[config.mk]
export PLATFORM = sky130hd
export DESIGN_NAME = r2k_front
export DESIGN_NICKNAME = d
export VERILOG_FILES = /design/src/design/r2k_pkg.sv /design/src/design/r2k_front.sv
export SDC_FILE = /design/constraint.sdc
export NUM_CORES = 1
export LEC_CHECK = 0
export ABC_CLOCK_PERIOD_IN_PS = 2500
export BUFFER_PORTS_ARGS = -buffer_cell sky130_fd_sc_hd__buf_2
export CORE_UTILIZATION = 45
export DETAILED_ROUTE_END_ITERATION = 8
export GPL_TIMING_DRIVEN = 0
export PLACE_DENSITY_LB_ADDON = 0.1
export SLEW_MARGIN = 15
export SYNTH_ARGS = -nofsm -noshare
export SYNTH_HDL_FRONTEND = slang
export SYNTH_SLANG_ARGS = --single-unit
export TNS_END_PERCENT = 20
[constraint.sdc]
create_clock -name clk -period 2.5 [get_ports clk]
set_input_delay 0.25 -clock clk [delete_from_list [all_inputs] [get_ports clk]]
set_output_delay 0.25 -clock clk [all_outputs]
set_load 0.01 [all_outputs]
[src/design/r2k_pkg.sv]
// r2k_pkg: shared types, constants and the romaji key rom for romaji_to_kana_stream
// no dependencies

package r2k_pkg;

  localparam int MaxPattern = 4;
  localparam int RomEntries = 215;
  localparam int RomIdxW = 8;
  localparam int QueueDepth = 4;

  // one pending job for the back end
  typedef enum logic [1:0] {
    JOB_NONE,
    JOB_CHAR,
    JOB_FLUSH
  } job_kind_t;

  typedef struct packed {
    job_kind_t  kind;
    logic [7:0] ch;
  } job_t;

  // back end control states
  typedef enum logic [2:0] {
    ST_IDLE,
    ST_DECIDE,
    ST_SEARCH,
    ST_EMIT,
    ST_TERM
  } st_t;

  // a rom entry: key (up to four chars, first char in low byte), length, two code points
  typedef struct packed {
    logic [31:0] key;
    logic [2:0]  len;
    logic [15:0] k0;
    logic [15:0] k1;
  } rom_entry_t;

  function automatic rom_entry_t mk(input string s, input logic [15:0] a,
                                    input logic [15:0] b);
    rom_entry_t e;
    e.key = '0;
    e.len = 3'(s.len());
    for (int i = 0; i < 4; i++) begin
      if (i < s.len()) e.key[i*8 +: 8] = s[i];
    end
    e.k0 = a;
    e.k1 = b;
    return e;
  endfunction

  function automatic rom_entry_t rom_read(input logic [RomIdxW-1:0] idx);
    rom_entry_t e;
    e = '0;
    case (idx)
      0: e = mk("wa",16'h308F,0); 1: e = mk("wi",16'h3046,16'h3043);
      2: e = mk("we",16'h3046,16'h3047); 3: e = mk("wo",16'h3092,0);
      4: e = mk("wha",16'h3046,16'h3041); 5: e = mk("whi",16'h3046,16'h3043);
      6: e = mk("whe",16'h3046,16'h3047); 7: e = mk("who",16'h3046,16'h3049);
      8: e = mk("a",16'h3042,0); 9: e = mk("i",16'h3044,0); 10: e = mk("u",16'h3046,0);
      11: e = mk("e",16'h3048,0); 12: e = mk("o",16'h304A,0);
      13: e = mk("wu",16'h3046,0); 14: e = mk("whu",16'h3046,0);
      15: e = mk("tha",16'h3066,16'h3083); 16: e = mk("thi",16'h3066,16'h3043);
      17: e = mk("thu",16'h3066,16'h3085); 18: e = mk("the",16'h3066,16'h3047);
      19: e = mk("tho",16'h3066,16'h3087);
      20: e = mk("va",16'h3094,16'h3041); 21: e = mk("vi",16'h3094,16'h3043);
      22: e = mk("ve",16'h3094,16'h3047); 23: e = mk("vo",16'h3094,16'h3049);
      24: e = mk("vu",16'h3094,0);
      25: e = mk("ja",16'h3058,16'h3083); 26: e = mk("ju",16'h3058,16'h3085);
      27: e = mk("je",16'h3058,16'h3047); 28: e = mk("jo",16'h3058,16'h3087);
      29: e = mk("ji",16'h3058,0);
      30: e = mk("dha",16'h3067,16'h3083); 31: e = mk("dhi",16'h3067,16'h3043);
      32: e = mk("dhu",16'h3067,16'h3085); 33: e = mk("dhe",16'h3067,16'h3047);
      34: e = mk("dho",16'h3067,16'h3087);
      35: e = mk("jya",16'h3058,16'h3083); 36: e = mk("jyi",16'h3058,16'h3043);
      37: e = mk("jyu",16'h3058,16'h3085); 38: e = mk("jye",16'h3058,16'h3047);
      39: e = mk("jyo",16'h3058,16'h3087);
      40: e = mk("kya",16'h304D,16'h3083); 41: e = mk("kyi",16'h304D,16'h3043);
      42: e = mk("kyu",16'h304D,16'h3085); 43: e = mk("kye",16'h304D,16'h3047);
      44: e = mk("kyo",16'h304D,16'h3087);
      45: e = mk("sha",16'h3057,16'h3083); 46: e = mk("shu",16'h3057,16'h3085);
      47: e = mk("she",16'h3057,16'h3047); 48: e = mk("sho",16'h3057,16'h3087);
      49: e = mk("sya",16'h3057,16'h3083); 50: e = mk("syi",16'h3057,16'h3043);
      51: e = mk("syu",16'h3057,16'h3085); 52: e = mk("sye",16'h3057,16'h3047);
      53: e = mk("syo",16'h3057,16'h3087);
      54: e = mk("shi",16'h3057,0);
      55: e = mk("cha",16'h3061,16'h3083); 56: e = mk("chi",16'h3061,0);
      57: e = mk("chu",16'h3061,16'h3085); 58: e = mk("che",16'h3061,16'h3047);
      59: e = mk("cho",16'h3061,16'h3087);
      60: e = mk("tya",16'h3061,16'h3083); 61: e = mk("tyi",16'h3061,16'h3043);
      62: e = mk("tyu",16'h3061,16'h3085); 63: e = mk("tye",16'h3061,16'h3047);
      64: e = mk("tyo",16'h3061,16'h3087);
      65: e = mk("cya",16'h3061,16'h3083); 66: e = mk("cyi",16'h3061,16'h3043);
      67: e = mk("cyu",16'h3061,16'h3085); 68: e = mk("cye",16'h3061,16'h3047);
      69: e = mk("cyo",16'h3061,16'h3087);
      70: e = mk("tsu",16'h3064,0);
      71: e = mk("ta",16'h305F,0); 72: e = mk("ti",16'h3061,0); 73: e = mk("tu",16'h3064,0);
      74: e = mk("te",16'h3066,0); 75: e = mk("to",16'h3068,0);
      76: e = mk("nya",16'h306B,16'h3083); 77: e = mk("nyi",16'h306B,16'h3043);
      78: e = mk("nyu",16'h306B,16'h3085); 79: e = mk("nye",16'h306B,16'h3047);
      80: e = mk("nyo",16'h306B,16'h3087);
      81: e = mk("hya",16'h3072,16'h3083); 82: e = mk("hyi",16'h3072,16'h3043);
      83: e = mk("hyu",16'h3072,16'h3085); 84: e = mk("hye",16'h3072,16'h3047);
      85: e = mk("hyo",16'h3072,16'h3087);
      86: e = mk("fa",16'h3075,16'h3041); 87: e = mk("fi",16'h3075,16'h3043);
      88: e = mk("fe",16'h3075,16'h3047); 89: e = mk("fo",16'h3075,16'h3049);
      90: e = mk("fu",16'h3075,0);
      91: e = mk("mya",16'h307F,16'h3083); 92: e = mk("myi",16'h307F,16'h3043);
      93: e = mk("myu",16'h307F,16'h3085); 94: e = mk("mye",16'h307F,16'h3047);
      95: e = mk("myo",16'h307F,16'h3087);
      96: e = mk("rya",16'h308A,16'h3083); 97: e = mk("ryi",16'h308A,16'h3043);
      98: e = mk("ryu",16'h308A,16'h3085); 99: e = mk("rye",16'h308A,16'h3047);
      100: e = mk("ryo",16'h308A,16'h3087);
      101: e = mk("gya",16'h304E,16'h3083); 102: e = mk("gyi",16'h304E,16'h3043);
      103: e = mk("gyu",16'h304E,16'h3085); 104: e = mk("gye",16'h304E,16'h3047);
      105: e = mk("gyo",16'h304E,16'h3087);
      106: e = mk("gwa",16'h3050,16'h3041); 107: e = mk("gwi",16'h3050,16'h3043);
      108: e = mk("gwu",16'h3050,16'h3045); 109: e = mk("gwe",16'h3050,16'h3047);
      110: e = mk("gwo",16'h3050,16'h3049);
      111: e = mk("dya",16'h3062,16'h3083); 112: e = mk("dyi",16'h3062,16'h3043);
      113: e = mk("dyu",16'h3062,16'h3085); 114: e = mk("dye",16'h3062,16'h3047);
      115: e = mk("dyo",16'h3062,16'h3087);
      116: e = mk("bya",16'h3073,16'h3083); 117: e = mk("byi",16'h3073,16'h3043);
      118: e = mk("byu",16'h3073,16'h3085); 119: e = mk("bye",16'h3073,16'h3047);
      120: e = mk("byo",16'h3073,16'h3087);
      121: e = mk("pya",16'h3074,16'h3083); 122: e = mk("pyi",16'h3074,16'h3043);
      123: e = mk("pyu",16'h3074,16'h3085); 124: e = mk("pye",16'h3074,16'h3047);
      125: e = mk("pyo",16'h3074,16'h3087);
      126: e = mk("ka",16'h304B,0); 127: e = mk("ki",16'h304D,0); 128: e = mk("ku",16'h304F,0);
      129: e = mk("ke",16'h3051,0); 130: e = mk("ko",16'h3053,0);
      131: e = mk("sa",16'h3055,0); 132: e = mk("si",16'h3057,0); 133: e = mk("su",16'h3059,0);
      134: e = mk("se",16'h305B,0); 135: e = mk("so",16'h305D,0);
      136: e = mk("na",16'h306A,0); 137: e = mk("ni",16'h306B,0); 138: e = mk("nu",16'h306C,0);
      139: e = mk("ne",16'h306D,0); 140: e = mk("no",16'h306E,0);
      141: e = mk("ha",16'h306F,0); 142: e = mk("hi",16'h3072,0); 143: e = mk("hu",16'h3075,0);
      144: e = mk("he",16'h3078,0); 145: e = mk("ho",16'h307B,0);
      146: e = mk("ma",16'h307E,0); 147: e = mk("mi",16'h307F,0); 148: e = mk("mu",16'h3080,0);
      149: e = mk("me",16'h3081,0); 150: e = mk("mo",16'h3082,0);
      151: e = mk("ya",16'h3084,0); 152: e = mk("yi",16'h3090,0); 153: e = mk("yu",16'h3086,0);
      154: e = mk("ye",16'h3091,0); 155: e = mk("yo",16'h3088,0);
      156: e = mk("ra",16'h3089,0); 157: e = mk("ri",16'h308A,0); 158: e = mk("ru",16'h308B,0);
      159: e = mk("re",16'h308C,0); 160: e = mk("ro",16'h308D,0);
      161: e = mk("ga",16'h304C,0); 162: e = mk("gi",16'h304E,0); 163: e = mk("gu",16'h3050,0);
      164: e = mk("ge",16'h3052,0); 165: e = mk("go",16'h3054,0);
      166: e = mk("za",16'h3056,0); 167: e = mk("zi",16'h3058,0); 168: e = mk("zu",16'h305A,0);
      169: e = mk("ze",16'h305C,0); 170: e = mk("zo",16'h305E,0);
      171: e = mk("da",16'h3060,0); 172: e = mk("di",16'h3062,0); 173: e = mk("du",16'h3065,0);
      174: e = mk("de",16'h3067,0); 175: e = mk("do",16'h3069,0);
      176: e = mk("ba",16'h3070,0); 177: e = mk("bi",16'h3073,0); 178: e = mk("bu",16'h3076,0);
      179: e = mk("be",16'h3079,0); 180: e = mk("bo",16'h307C,0);
      181: e = mk("pa",16'h3071,0); 182: e = mk("pi",16'h3074,0); 183: e = mk("pu",16'h3077,0);
      184: e = mk("pe",16'h307A,0); 185: e = mk("po",16'h307D,0);
      186: e = mk("ca",16'h304B,0); 187: e = mk("ci",16'h3057,0); 188: e = mk("cu",16'h304F,0);
      189: e = mk("ce",16'h305B,0); 190: e = mk("co",16'h3053,0);
      191: e = mk("n",16'h3093,0); 192: e = mk("-",16'h30FC,0);
      193: e = mk("ltu",16'h3063,0); 194: e = mk("ltsu",16'h3063,0);
      195: e = mk("xtu",16'h3063,0); 196: e = mk("xtsu",16'h3063,0);
      197: e = mk("lya",16'h3083,0); 198: e = mk("lyu",16'h3085,0);
      199: e = mk("lyo",16'h3087,0);
      200: e = mk("la",16'h3041,0); 201: e = mk("li",16'h3043,0); 202: e = mk("lu",16'h3045,0);
      203: e = mk("le",16'h3047,0); 204: e = mk("lo",16'h3049,0);
      205: e = mk("xya",16'h3083,0); 206: e = mk("xyu",16'h3085,0);
      207: e = mk("xyo",16'h3087,0);
      208: e = mk("xa",16'h3041,0); 209: e = mk("xi",16'h3043,0); 210: e = mk("xu",16'h3045,0);
      211: e = mk("xe",16'h3047,0); 212: e = mk("xo",16'h3049,0);
      213: e = mk("lwa",16'h308E,0); 214: e = mk("xwa",16'h308E,0);
      default: e = '0;
    endcase
    return e;
  endfunction

  function automatic logic is_consonant(input logic [7:0] c);
    logic r;
    r = 1'b0;
    case (c)
      "k", "s", "t", "n", "h", "m", "y", "r", "w", "z", "j", "p", "b", "c", "g", "f",
      "x": r = 1'b1;
      default: r = 1'b0;
    endcase
    return r;
  endfunction

endpackage

[src/design/r2k_front.sv]
// r2k_front: accepts input beats, turns zero characters into no-op jobs, queues jobs
// depends on r2k_pkg

module r2k_front (
  input  logic        clk,
  input  logic        rst,
  input  logic        in_valid,
  output logic        in_ready,
  input  logic [7:0]  in_char,
  input  logic        word_end,
  output logic        job_valid,
  input  logic        job_ready,
  output r2k_pkg::job_t job
);
  import r2k_pkg::*;

  job_t       q [QueueDepth];
  logic [1:0] rd_ptr;
  logic [1:0] wr_ptr;
  logic [2:0] fill;
  logic       push;
  logic       pop;
  job_t       in_job;

  // a zero char without word end still becomes a no-op job so run_last timing is trivial
  always_comb begin
    in_job.ch = in_char;
    if (word_end) in_job.kind = JOB_FLUSH;
    else if (in_char == 8'd0) in_job.kind = JOB_NONE;
    else in_job.kind = JOB_CHAR;
  end

  assign in_ready  = (fill != 3'(QueueDepth));
  assign push      = in_valid && in_ready;
  assign job_valid = (fill != 3'd0);
  assign pop       = job_valid && job_ready;
  assign job       = q[rd_ptr];

  always_ff @(posedge clk) begin
    if (push) q[wr_ptr] <= in_job;
  end

  always_ff @(posedge clk) begin
    if (rst) begin
      rd_ptr <= '0;
      wr_ptr <= '0;
      fill   <= '0;
    end else begin
      if (push) wr_ptr <= wr_ptr + 2'd1;
      if (pop) rd_ptr <= rd_ptr + 2'd1;
      fill <= fill + 3'(push) - 3'(pop);
    end
  end

endmodule

==> impl_results.md <==
- Core footprint: approximately 0.0041 mm2
- Gr ovfl total: 0
- Fillers: approximately 340
- Clock-pin slew on the worst setup and hold paths: approximately 0.080 ns
- Util after Layout: a little under three fifths
- Maximum clock path buffer count: 2
- Power, Total: 2.15 mW
- Peak supply drop: 0.542 mV
- Io pins: 25
- Proportion of layout cells with a drive suffix above 1: roughly a third
- I/O Buffers: 23
- Post-Layout Cell Count: 185
- RSZ-0062 raised after global routing: false
- Pre-CTS WS: between 0.2 and 0.3 ns
- Wire per inst: 15.9 um
- Via-to-Cell Ratio: about 5.3
- Final WL: ~3 mm
- Clk sinks: 49
- Placed cell count: between 150 and 200
- Setup_tns: 0 ns
- Hold slack: 0.186 ns
- Antenna-violating nets left: 0
- Mapped Cells: between 100 and 150
- Worst-Skew Late Latency: ~0.29 ns
- Slew HR: between 70% and 80%
- Final Hold Vio Count: 0
- Post-DP HPWL: ~2 mm
- Setup-failing EPs final: 0
- Crit path launch type: flip-flop
- Max_cap viols: 0
- Die area: 0.00467 mm2
- Placed cell areas: ~0.0022 mm2
- DR vias: roughly 990
- Synthesis-stage register bit count: around 50
- CP Data Required Time: 2.67 ns
- Final GP Congestion: around 0.72
- Netlist cell types: 26
- Synthesis Warnings: 0
- CTS H-Tree Depth: 2
- Syn Std Cell Area: about 0.0020 mm2
- Worst-margin pin slew: around 0.41 ns
- CP Max Fanout: 7
- Initial antenna violation count: 0
- TritonCTS clock tree: yes
- Sequential element share of the synthesized area: approximately 70%
- Largest net degree at the start of global routing: 15
- Power per cell area: between 900 and 1000 mW/mm2
- Storage element area: between 0.001 and 0.0015 mm2
- FMAX: between 0.4 and 0.5 GHz
- Layout Skew: between 0.004 and 0.005 ns
- Final Slew Violations: 0
- DR iter-0 viols: 64
- Global-route wire length before repair: just under 5 mm
- Cts hold-fix bufs: 0
- Min-delay worst type: input pin to flip-flop
- Num CTS Buffers: 5
- Die height: 68.3 um
- Tcrit/Tclk final: about nine tenths
- CP arrival: about 2.4 ns
- Hold Crit Start: word_end
- Resized Gates After CTS: 0
- DR pass1 iterations: 4
- Avg Synthesized Cell Area: roughly 19 um2
- Global Route Usage Sum: around 15%
- Final Net Count: ~150
- Crit path from: fill[1]
- R2r startpoint: fill[1]
- CTS root buf: clkbuf_8
- Min cycle time layout: between 2 and 2.5 ns
- WS Path Type: flip-flop to flip-flop
- Initial Util: 48.1%
- N_diodes: 0
- Layout area overhead: 14.3%
- Endpoint class of the critical path: flip-flop
- Residual DRC: 0
- Syn nets: around 120
- Static leakage: ~0.82 nW
- Status: finished clean
- Row Count: 23
- Vias in the first global route: roughly 1,000
- Post-route cell area: between 0.002 and 0.0025 mm2
- Multi-input gate area: ~560 um2
- Die Width: ~68 um
- Worst setup margin: about 0.25 ns
- Setup bufs post-CTS: 0
critical path, cell delays in order (launching register included):
cell      delay (ns)
dfxtp_1         0.46
nor2_2          0.10
a21boi_4        0.25
inv_1           0.08
ha_1            0.28
inv_1           0.04
ha_1            0.18
fa_1            0.38
xnor2_1         0.18
xnor2_1         0.14
nor2_1          0.05
kinds of logic after synthesis:
group,after synthesis,synth area share (%)
AOI/OAI and AO/OA,4,2.15
DFF,49,69.7
muxes,12,14.0
xor gates and xnor gates,4,1.77
adders and majority gates,7,4.80
buffers and inverters,9,2.15
and+or+nand+nor,19,5.43
final cells by class:
cell class,count,share of cell area [%]
plain buffers,3,0.884
clock buffers,6,3.20
clock inverters,2,1.49
inverters,6,0.994
multi-input cells,46,24.6
flip-flops and latches,49,61.0
well taps,50,2.76
repair buffers,23,5.08
layer usage:
layer	vias up	track usage, %	part of all wire [%]
li1	463	-	-
met1	495	17.9	44
met2	24	26.0	51
met3	4	3.50	4.2
met4	0	7.03	1.2
met5	-	0	0
sequential cells by signal (all words and copies together) (netlist names), named ones only:
| name | count |
|---|---|
| q | 40 |
| fill | 3 |
| rd_ptr | 2 |
| wr_ptr | 2 |
path summary, 6_finish.rpt:
kind,endpoint,slack [ns],depth (start not counted)
max,fill[2],0.25,10
min,q[2][9],0.19,1
max reg2reg,fill[2],0.25,10
min reg2reg,wr_ptr[1],0.54,2
cells in the mapped netlist:
library cell	instances	area share, %
mux4_2	3	3.4
and2_2	4	1.5
dfxtp_1	9	9.1
mux2i_1	1	0.51
o31a_2	1	0.51
clkbuf_1	1	0.19
a21boi_4	1	0.95
nor2_1	6	1.1
fa_1	1	1.0
nor2_2	1	0.32
nor4_1	2	0.63
ha_1	6	3.8
nor2b_1	2	0.63
nand2_1	1	0.19
mux2_4	1	0.76
a21oi_1	1	0.25
xor2_1	1	0.44
inv_1	6	1.1
edfxtp_1	40	61
mux4_1	7	9.3
nand2b_1	2	0.63
or3_2	1	0.38
clkbuf_2	1	0.25
buf_6	1	0.57
xnor2_1	3	1.3
o311ai_1	1	0.44
report_power, final:
group,switching [mW],leakage [nW],internal [mW],total [mW]
Sequential,0.0557,0.440,0.998,1.05
Clock,0.238,0.0528,0.295,0.533
Combinational,0.273,0.328,0.288,0.561
cell usage in the layout (no fill, tap or decap), types with 2 or more instances in the layout:
master / count
mux4_2: 3
clkbuf_8: 5
nor2_1: 6
nand2b_1: 2
and2_2: 4
xnor2_1: 3
ha_1: 6
nor2b_1: 2
dfxtp_1: 9
buf_2: 23
nor4_1: 2
inv_1: 6
clkbuf_1: 2
mux4_1: 7
edfxtp_1: 40
No activity file was read; power rests on OpenSTA's default activity.
